File: src/design/prad_pkg.sv
// Shared types, codes and the fixed region table of the region address decoder.
`timescale 1ns / 1ps
`default_nettype none

package prad_pkg;

    localparam int unsigned ADDR_W      = 24;
    localparam int unsigned OFFSET_W    = 21;
    localparam int unsigned SETUP_W     = 10;
    localparam int unsigned REGION_CNT  = 8;
    localparam int unsigned REGION_W    = 3;
    localparam int unsigned KIND_W      = 3;
    localparam int unsigned PROBE_COUNT = 9;

    localparam logic [KIND_W-1:0] KIND_NONE = 3'd0;
    localparam logic [KIND_W-1:0] KIND_ROM  = 3'd1;
    localparam logic [KIND_W-1:0] KIND_RAM  = 3'd2;
    localparam logic [KIND_W-1:0] KIND_IO   = 3'd3;
    localparam logic [KIND_W-1:0] KIND_TILE = 3'd4;

    localparam logic [1:0] SIZE_64K  = 2'd0;
    localparam logic [1:0] SIZE_128K = 2'd1;
    localparam logic [1:0] SIZE_512K = 2'd2;
    localparam logic [1:0] SIZE_2M   = 2'd3;

    // One window test: a region may own more than one probe.
    typedef struct packed {
        logic [REGION_W-1:0] region;
        logic [KIND_W-1:0]   kind;
        logic [OFFSET_W-1:0] length_m1;
        logic [ADDR_W-1:0]   mirror;
        logic [ADDR_W-1:0]   start_off;
        logic [ADDR_W-1:0]   backing_base;
    } probe_t;

    typedef struct packed {
        logic                hit;
        logic [OFFSET_W-1:0] offset;
    } probe_res_t;

    // Probes in priority order; region 5 tests its 4K sub-window first.
    localparam probe_t PROBES [PROBE_COUNT] = '{
        '{3'd0, KIND_ROM,  21'h03ffff, 24'hfc0000, 24'h000000, 24'h000000},
        '{3'd1, KIND_ROM,  21'h03ffff, 24'hfc0000, 24'h000000, 24'h040000},
        '{3'd2, KIND_TILE, 21'h00ffff, 24'hff0000, 24'h000000, 24'h000000},
        '{3'd3, KIND_RAM,  21'h003fff, 24'hffc000, 24'h000000, 24'hffc000},
        '{3'd4, KIND_RAM,  21'h0007ff, 24'hfff800, 24'h000000, 24'h440000},
        '{3'd5, KIND_RAM,  21'h000fff, 24'hfef000, 24'h010000, 24'h410000},
        '{3'd5, KIND_RAM,  21'h00ffff, 24'hfe0000, 24'h000000, 24'h400000},
        '{3'd6, KIND_RAM,  21'h000fff, 24'hfff000, 24'h000000, 24'h840000},
        '{3'd7, KIND_IO,   21'h003fff, 24'hffc000, 24'h000000, 24'h000000}
    };

    function automatic logic [OFFSET_W-1:0] sel_window_mask(input logic [1:0] sel);
        logic [OFFSET_W-1:0] m;
        case (sel)
            SIZE_64K:  m = 21'h00ffff;
            SIZE_128K: m = 21'h01ffff;
            SIZE_512K: m = 21'h07ffff;
            SIZE_2M:   m = 21'h1fffff;
            default:   m = 21'h00ffff;
        endcase
        return m;
    endfunction

endpackage

`default_nettype wire

File: src/design/prad_probe.sv
// One window test: aligns the base, strips mirror bits and checks the window.
`timescale 1ns / 1ps
`default_nettype none

module prad_probe (
    input  wire logic [prad_pkg::ADDR_W-1:0]  addr,
    input  wire logic [prad_pkg::SETUP_W-1:0] setup,
    input  wire prad_pkg::probe_t             probe,
    output prad_pkg::probe_res_t              res
);

    logic [prad_pkg::OFFSET_W-1:0] mask21;
    logic [prad_pkg::ADDR_W-1:0]   mask24;
    logic [prad_pkg::ADDR_W-1:0]   base;
    logic [prad_pkg::ADDR_W-1:0]   masked_addr;
    logic [prad_pkg::ADDR_W:0]     start;
    logic [prad_pkg::ADDR_W:0]     diff;
    logic [prad_pkg::OFFSET_W-1:0] span;

    always_comb begin
        mask21      = prad_pkg::sel_window_mask(setup[9:8]);
        mask24      = {3'b000, mask21};
        base        = {setup[7:0], 16'h0000} & ~mask24;
        masked_addr = addr & ~(probe.mirror & mask24);
        start       = {1'b0, base} + {1'b0, probe.start_off & mask24};
        // Clip the window to the size mask.
        span        = (probe.length_m1 > mask21) ? mask21 : probe.length_m1;
        // Sign bit set means the address sits below the start.
        diff        = {1'b0, masked_addr} - start;
        res.hit     = !diff[prad_pkg::ADDR_W] &&
                      (diff[prad_pkg::ADDR_W-1:0] <= {3'b000, span});
        res.offset  = diff[prad_pkg::OFFSET_W-1:0];
    end

endmodule

`default_nettype wire

File: src/design/programmable_region_address_decoder_top.sv
// Top level of the programmable region address decoder.
//
// Usage:
//   Requests enter on s_valid/s_ready with a 24-bit s_address. Each request
//   gives exactly one result on m_valid/m_ready: hit kind, region index,
//   backing address and offset from the region start.
//   Eight setup registers (base byte in bits 7:0, size select in bits 9:8)
//   are written through cfg_write/cfg_index/cfg_data with no wait; write
//   them only while no request is in flight.
// Timing:
//   Two register stages: input register, then result register. m_valid rises
//   when the request moves on into the result register; one request per cycle
//   sustained while m_ready stays high. All nine window tests run in parallel
//   between the stages, followed by a priority pick and the backing-address add.
// Reset:
//   aresetn (synchronous, active low) clears both stage valids and all
//   setup registers to zero.
// Stall:
//   While m_ready is low the result holds; the input stage keeps accepting
//   until it also holds a request, then s_ready drops.
`timescale 1ns / 1ps
`default_nettype none

module programmable_region_address_decoder_top (
    input  wire logic                             aclk,
    input  wire logic                             aresetn,

    input  wire logic                             cfg_write,
    input  wire logic [prad_pkg::REGION_W-1:0]    cfg_index,
    input  wire logic [prad_pkg::SETUP_W-1:0]     cfg_data,

    input  wire logic                             s_valid,
    output logic                                  s_ready,
    input  wire logic [prad_pkg::ADDR_W-1:0]      s_address,

    output logic                                  m_valid,
    input  wire logic                             m_ready,
    output logic [prad_pkg::KIND_W-1:0]           m_hit_kind,
    output logic [prad_pkg::REGION_W-1:0]         m_region_index,
    output logic [prad_pkg::ADDR_W-1:0]           m_backing_address,
    output logic [prad_pkg::OFFSET_W-1:0]         m_region_offset
);

    logic [prad_pkg::SETUP_W-1:0]  setup_reg [prad_pkg::REGION_CNT];

    logic                          in_valid_reg;
    logic [prad_pkg::ADDR_W-1:0]   in_addr_reg;

    logic                          out_valid_reg;
    logic [prad_pkg::KIND_W-1:0]   kind_reg;
    logic [prad_pkg::REGION_W-1:0] region_reg;
    logic [prad_pkg::ADDR_W-1:0]   backing_reg;
    logic [prad_pkg::OFFSET_W-1:0] offset_reg;

    logic [prad_pkg::KIND_W-1:0]   kind_next;
    logic [prad_pkg::REGION_W-1:0] region_next;
    logic [prad_pkg::ADDR_W-1:0]   backing_next;
    logic [prad_pkg::OFFSET_W-1:0] offset_next;
    logic [prad_pkg::ADDR_W-1:0]   base_sel;

    logic                          advance_out;
    logic                          accept_in;

    prad_pkg::probe_res_t          probe_res [prad_pkg::PROBE_COUNT];

    // Setup registers: write at once, ignore nothing (index covers all eight).
    always_ff @(posedge aclk) begin
        if (!aresetn) begin
            for (int i = 0; i < prad_pkg::REGION_CNT; i++) begin
                setup_reg[i] <= '0;
            end
        end else if (cfg_write) begin
            setup_reg[cfg_index] <= cfg_data;
        end
    end

    // Handshake: result stage moves when empty or drained; input stage
    // accepts when empty or when it hands its request forward this cycle.
    assign advance_out = !out_valid_reg || m_ready;
    assign s_ready     = !in_valid_reg || advance_out;
    assign accept_in   = s_valid && s_ready;

    always_ff @(posedge aclk) begin
        if (!aresetn) begin
            in_valid_reg <= 1'b0;
        end else if (s_ready) begin
            in_valid_reg <= s_valid;
        end
    end

    always_ff @(posedge aclk) begin
        if (accept_in) begin
            in_addr_reg <= s_address;
        end
    end

    // Window tests, all in parallel.
    for (genvar g = 0; g < prad_pkg::PROBE_COUNT; g++) begin : g_probe
        prad_probe u_probe (
            .addr  (in_addr_reg),
            .setup (setup_reg[prad_pkg::PROBES[g].region]),
            .probe (prad_pkg::PROBES[g]),
            .res   (probe_res[g])
        );
    end

    // Priority pick: walk from the last probe so the first hit overrides.
    always_comb begin
        kind_next   = prad_pkg::KIND_NONE;
        region_next = '0;
        offset_next = '0;
        base_sel    = '0;
        for (int i = prad_pkg::PROBE_COUNT - 1; i >= 0; i--) begin
            if (probe_res[i].hit) begin
                kind_next   = prad_pkg::PROBES[i].kind;
                region_next = prad_pkg::PROBES[i].region;
                offset_next = probe_res[i].offset;
                base_sel    = prad_pkg::PROBES[i].backing_base;
            end
        end
        // Only ROM and RAM have a backing store.
        if (kind_next inside {prad_pkg::KIND_ROM, prad_pkg::KIND_RAM}) begin
            backing_next = base_sel + {3'b000, offset_next};
        end else begin
            backing_next = '0;
        end
    end

    always_ff @(posedge aclk) begin
        if (!aresetn) begin
            out_valid_reg <= 1'b0;
        end else if (advance_out) begin
            out_valid_reg <= in_valid_reg;
        end
    end

    always_ff @(posedge aclk) begin
        if (advance_out && in_valid_reg) begin
            kind_reg    <= kind_next;
            region_reg  <= region_next;
            backing_reg <= backing_next;
            offset_reg  <= offset_next;
        end
    end

    assign m_valid           = out_valid_reg;
    assign m_hit_kind        = kind_reg;
    assign m_region_index    = region_reg;
    assign m_backing_address = backing_reg;
    assign m_region_offset   = offset_reg;

endmodule

`default_nettype wire

File: config.mk
export PLATFORM = sky130hd
export DESIGN_NAME = programmable_region_address_decoder_top
export DESIGN_NICKNAME = d
export VERILOG_FILES = /design/src/design/prad_pkg.sv /design/src/design/prad_probe.sv /design/src/design/programmable_region_address_decoder_top.sv
export SDC_FILE = /design/constraint.sdc
export NUM_CORES = 1
export LEC_CHECK = 0
export BUFFER_PORTS_ARGS = -buffer_cell sky130_fd_sc_hd__buf_2
export CAP_MARGIN = 0
export CORE_ASPECT_RATIO = 1.5
export CORE_MARGIN = 2
export CORE_UTILIZATION = 40
export DETAILED_ROUTE_END_ITERATION = 16
export SYNTH_ARGS = -nofsm -noshare
export SYNTH_HDL_FRONTEND = slang
export SYNTH_SLANG_ARGS = --single-unit
File: constraint.sdc
create_clock -name aclk -period 12.8 [get_ports aclk]
set_input_delay 0.64 -clock aclk [delete_from_list [all_inputs] [get_ports aclk]]
set_output_delay 0.64 -clock aclk [all_outputs]
set_load 0.03 [all_outputs]
==> impl_results.md, run 1 <==
* Total GRT Usage at 18.70%
* Worst path slowest cell: nor3_1
* TritonCTS Buffers at 17
* Rows at 72
* Clock Skew at around 0.014 ns
* Status: complete, no violations
* Routed vias at between 7000 and 8000
* Die width at between 100 and 150 microns
* Mapped Cells at 984
* Clk sinks at about 160
* Post-synthesis sequential area ratio at between 40% and 50%
* Final nets at between 1000 and 1500
* Remaining antenna violation count at 0
* H-tree levels at 4
* Syn avg cell area at 10.62 sq um
* Root buf cell: clkbuf_16
* Most frequent cells in the layout: 155 x edfxtp_1, 115 x and2_1, 109 x ha_1, 94 x buf_2, 88 x inv_1
* Initial DRT Pass Iterations at 6
* Number of cells upsized or downsized after cts at 0
* Ys flop type: edfxtp_1
* Final instance area at between 10000 and 15000 sq um
* Min Tclk post-route at 5.820 ns
* Crit-path max FO at 7
* CTS tree: built
* Static Leak at ~0.005 uW
* Setup fix buffers added after clock tree synthesis at 0
* CP max stage delay at around 0.62 ns
* Highest Clock Rate at approximately 170 MHz
* Max-slew headroom at between 20% and 30%
* Mapped cell area at roughly 10000 sq um
* GP Congestion at 0.8415
* Crit path arrival time at 5.99 ns
* Tcrit/Tclk final at around 45%
* Post-synth EDFFs at about 160
* Remaining DRCs at 0
* Hold Vio Cnt, Final at 0
* Top cell by count, worst path: a21o_1
* Synthesized flop and latch total at 157
* CORE AREA at between 20000 and 30000 sq um
* Placed Area at approximately 11000 sq um
* Clk Latency, worst-skew pair at 0.45 ns
* Layout area overhead at 14.88%
* Max Cap Viol at 0
* Hold WC Path Type: input port to flop
* Largest register FFs at 80
* Max Slew Vio Count at 0
* Pin count of the biggest net entering global routing at 52
* First-pass GRT wire length at about 39000 microns
* Vert. Die Dim at 202.0 microns
* Port Buf Inserts at 94
* Ys Warns at 0
* CP Capture Type: flop
* Share of post-route cells with drive strength above 1 at 14.45%
* Vias in the first global route at 7266
* Commonest non-fill, non-tap cell in the layout: edfxtp_1
* DP HPWL at around 19000 microns
* Via-to-Cell Ratio at between 5 and 6
* Pwr/cell area at around 130 nW/um^2
* Peak supply drop at between 0.00009 and 0.0001 V
* Setup TNS at 0 ns
* First-iteration detailed-routing DRC count at 409
* Pin slew with the least headroom to its limit at roughly 1.2 ns
* Setup CP Type: flop to flop
* Ys async rst share at 0%
* Post-Route Hold Slack at around 0.36 ns
* Distinct cells, synth at 75
* Clk slew on worst S/H paths at ~0.070 ns
* Final Setup Violations at 0
* CTS Buffer Depth at 2
* WP data required at about 13 ns
* Post-CTS Hold Buffers at 0
* Startpoint Class: flop
* Detailed Route WL at between 20000 and 25000 microns
* Unrepaired setup endpoints after global routing: no
* Starting Density at between 40 and 50%
* IO Count at 95
* Per-cell routed wire length at approximately 17 microns
* Antenna cells at 0
* Grt total ovfl at 0
* Full die area at 27460 sq um
* Antenna violations before repair at 0
-- worst max-delay path: cells and delay by family, from the launching register on --
| kind | cells | cell delay [ns] |
|---|---|---|
| compound gates | 10 | 1.82 |
| simple gates | 8 | 1.42 |
| fa+ha+maj | 4 | 1.29 |
| flops | 1 | 0.50 |
| buf+inv | 2 | 0.31 |
| xor+xnor | 1 | 0.21 |
-- kinds of logic after synthesis --
logic type / Yosys count / share of synthesized area, %
AND/OR/NAND/NOR: 387 / 21.47
AO/OA/AOI/OAI: 188 / 11.94
flip-flops: 157 / 44.92
adder cells (fa/ha/maj): 118 / 14.77
buffers and inverters: 96 / 3.628
XOR/XNOR: 31 / 2.598
multiplexers: 6 / 0.6464
other: 1 / 0.03588
-- synth_stat cells (9+ instances only) --
master | n | share of area (%)
edfxtp_1 | 155 | 45
and2_1 | 115 | 6.9
ha_1 | 109 | 13
inv_1 | 88 | 3.2
nand2_1 | 53 | 1.9
nor2_1 | 53 | 1.9
a21oi_1 | 52 | 2.5
nor2b_1 | 41 | 2.5
o21ai_0 | 30 | 1.4
nand2b_1 | 24 | 1.4
o21a_1 | 17 | 1.2
xnor2_1 | 16 | 1.3
nand3_1 | 15 | 0.72
nor3_1 | 15 | 0.72
xor2_1 | 15 | 1.3
a21o_1 | 14 | 1.0
o211ai_1 | 10 | 0.72
fa_1 | 9 | 1.7
o22ai_1 | 9 | 0.54
-- metal layers --
metal	routed length, microns	share of wire (%)	GRT usage (%)	vias to the layer above
li1	-	-	-	3785
met1	10110	42	22.05	3350
met2	12220	51	32.45	147
met3	882	3.7	3.135	42
met4	891	3.7	9.487	0
met5	0	0	0	-
-- cell type report --
class | count | area [sq um]
Tap cell | 333 | 416.7
Multi-Input combinational cell | 746 | 5441
Fill cell | 2459 | 13760
Timing Repair Buffer | 105 | 553.0
Sequential cell | 157 | 4695
Inverter | 88 | 330.3
Clock inverter | 14 | 141.4
Clock buffer | 18 | 429.2
-- through the flow --
step | std cells | util (%) | setup WS [ns] | total power (uW)
6_report | 1461 | 46.60 | 6.980 | 1510
5_1_grt | 1461 | 46.60 | 6.399 | 1594
4_1_cts | 1461 | 46.60 | 6.940 | 1523
3_5_place_dp | 1429 | 44.39 | 6.967 | 1025
3_3_place_gp | 1429 | 44.39 | 7.135 | 1020
2_1_floorplan | 999 | - | 7.688 | 925.0
-- power by group --
part	switching, uW	leakage, uW	internal, uW	total, uW
clock	211	0.000281	286	497
sequential	15.4	0.00149	608	624
combinational	236	0.00330	153	389
total	463	0.00507	1050	1510
-- worst paths after layout --
path,start,end,slack [ns],cells after the start
max,in_addr_reg[16],m_backing_address[22],6.98,25
min,s_address[20],in_addr_reg[20],0.36,1
max reg2reg,in_addr_reg[16],m_backing_address[22],6.98,25
min reg2reg,in_valid_reg,m_valid,0.54,1
No activity file was read; power rests on OpenSTA's default activity.
==> inputs of run 2 (changes only) <==
==> constraint.sdc (replaced) <==
create_clock -name aclk -period 4.78 [get_ports aclk]
set_input_delay 0.239 -clock aclk [delete_from_list [all_inputs] [get_ports aclk]]
set_output_delay 0.239 -clock aclk [all_outputs]
set_load 0.03 [all_outputs]
==> impl_results.md, run 2 (synthesis results as in run 1) <==
* Status: complete, but fails checks
* Failing checks: setup timing
* Final nets at 1438 (+13%)
* Most frequent cells in the layout: 155 x edfxtp_1, 149 x buf_4, 115 x and2_1, 106 x ha_1, 94 x buf_2
* Crit-path max FO at 2 (-5)
* Peak supply drop at 0.0002570 V (+170%)
* Worst Hold Launch: s_address[17]
* WP data required at 5.06 ns (-7.91 ns)
* Via-to-Cell Ratio at 5.038 (+0.50%)
* Layout area overhead at 29.75%
* Worst path slowest cell: edfxtp_1
* Detailed Route WL at 26230 microns (+8.8%)
* Rows at 72 (unchanged)
* Remaining antenna violation count at 0 (unchanged)
* Per-cell routed wire length at 16.15 microns (-2.1%)
* Root buf cell: clkbuf_16
* Grt total ovfl at 0 (unchanged)
* CORE AREA at 25760 sq um (unchanged)
* Crit path buffers/inverters at 1 (-1)
* CP max stage delay at 0.41 ns (-0.21 ns)
* Top Metal Used: met4
* Placed Area at 12430 sq um (+8.7%)
* Static Leak at 0.005911 uW (+17%)
* Port Buf Inserts at 94 (unchanged)
* Startpoint Class: flop
* TritonCTS Buffers at 17 (unchanged)
* H-tree levels at 4 (unchanged)
* Largest register FFs at 80 (unchanged)
* Vias in the first global route at 8065 (+11%)
* Pin count of the biggest net entering global routing at 52 (unchanged)
* Tcrit/Tclk final at 105.5% (+60 points)
* Metal3 WL at 1027 microns (+16%)
* Starting Density at 40.56% (unchanged)
* Hold WC Path Type: input port to flop
* Setup slack after layout at -0.2643 ns (-7.245 ns)
* Final Setup Violations at 5 (+5)
* Commonest non-fill, non-tap cell in the layout: edfxtp_1
* FF-to-FF Start: setup_reg[1][8]
* Total GRT Usage at 19.69% (+0.99 points)
* Unrepaired setup endpoints after global routing: yes
* M1 wire length at 10700 microns (+5.8%)
* Highest Clock Rate at 198.2 MHz (+15%)
* Top cell by count, worst path: a21o_1
* Full die area at 27460 sq um (unchanged)
* Clk slew on worst S/H paths at 0.07 ns (about the same)
* CP Capture Type: flop
* Share of post-route cells with drive strength above 1 at 27.42% (+13 points)
* Min Tclk post-route at 5.044 ns (-0.7752 ns)
* IO Count at 95 (unchanged)
* Remaining DRCs at 0 (unchanged)
* First-pass GRT wire length at 41170 microns (+6.1%)
* Antenna cells at 0 (unchanged)
* Place WS at -0.3892 ns (-7.356 ns)
* Max Cap Viol at 0 (unchanged)
* Met2 wire len at 13610 microns (+11%)
* R2R Setup Slk at -0.26 ns (-7.24 ns)
* Clk sinks at 157 (unchanged)
* GP Congestion at 0.8328 (-1.0%)
* Die width at 136.0 microns (unchanged)
* CTS Buffer Depth at 2 (unchanged)
* Max-slew headroom at 25.77% (+3.6 points)
* Antenna violations before repair at 0 (unchanged)
* Final instance area at 13560 sq um (+13%)
* DP HPWL at 20290 microns (+7.4%)
* Routed vias at 8182 (+12%)
* Max Slew Vio Count at 0 (unchanged)
* Hold Vio Cnt, Final at 0 (unchanged)
* CP delay by family, top: simple AND/OR/NAND/NOR gates
* Vert. Die Dim at 202.0 microns (unchanged)
* CTS tree: built
* Crit path from: setup_reg[1][8]
* Clk Latency, worst-skew pair at 0.44 ns (about the same)
* Pwr/cell area at 321.1 nW/um^2 (+160%)
* Setup CP Type: flop to flop
* Crit path arrival time at 5.33 ns (-0.66 ns)
* Initial DRT Pass Iterations at 5 (-1)
* Pin slew with the least headroom to its limit at 1.105 ns (-0.05407 ns)
* First-iteration detailed-routing DRC count at 313 (-23%)
* Clock Skew at 0.01175 ns (-0.001790 ns)
## run 2: cell count changes in the layout (fill, tap and decap cells not counted), sizes merged, moves of 3 or more
cell	before	now
clkinv	8	5
dlygate4sd3	0	23
inv	91	95
buf	105	245
## run 2: final cells by class
class | count | area, sq um
sequential | 157 | 4695
timing repair buffer | 268 | 1851
clock inverter | 15 | 157.7
multi-input combinational | 746 | 5685
inverter | 88 | 330.3
clock buffer | 17 | 425.4
fill | 2354 | 12200
tap | 333 | 416.7
## run 2: layer usage
metal,global-route usage (%),up-vias
met5,0,-
met3,3.286,44
met4,8.408,0
met2,35.50,190
li1,-,4112
met1,22.71,3836
## run 2: path summary, 6_finish.rpt
check,to,cells after the start
max,m_backing_address[22],26
min,in_addr_reg[17],1
max reg2reg,m_backing_address[22],26
min reg2reg,m_valid,1
## run 2: stage by stage
step	hold WS (ns)	power [uW]	util (%)	TNS [ns]	instances
after floorplan	0.3379	2486	-	0	999
after global placement	0.4173	2926	48.23	-0.5193	1555
after detailed placement	0.4173	2944	48.23	-1.275	1555
after CTS	0.02682	4332	51.83	-0.5634	1615
after global routing	0.02011	4603	52.63	-2.273	1624
final	0.03969	4354	52.63	-0.8189	1624
## run 2: power breakdown
group	total [uW]	internal [uW]	switching, uW	leakage (uW)
clock network	1340	737	603	0.000283
registers	1660	1630	33.4	0.00149
logic	1350	626	727	0.00414
## run 2: timing repair
item / 4_1_cts / 5_1_grt
pin swaps: 28 / 18
endpoints found under the setup margin: 6 / 7
hold buffers: 23 / 0
hold endpoints to repair: 23 / 0
gates resized for setup: 20 / 29
buffers inserted: 5 / 9
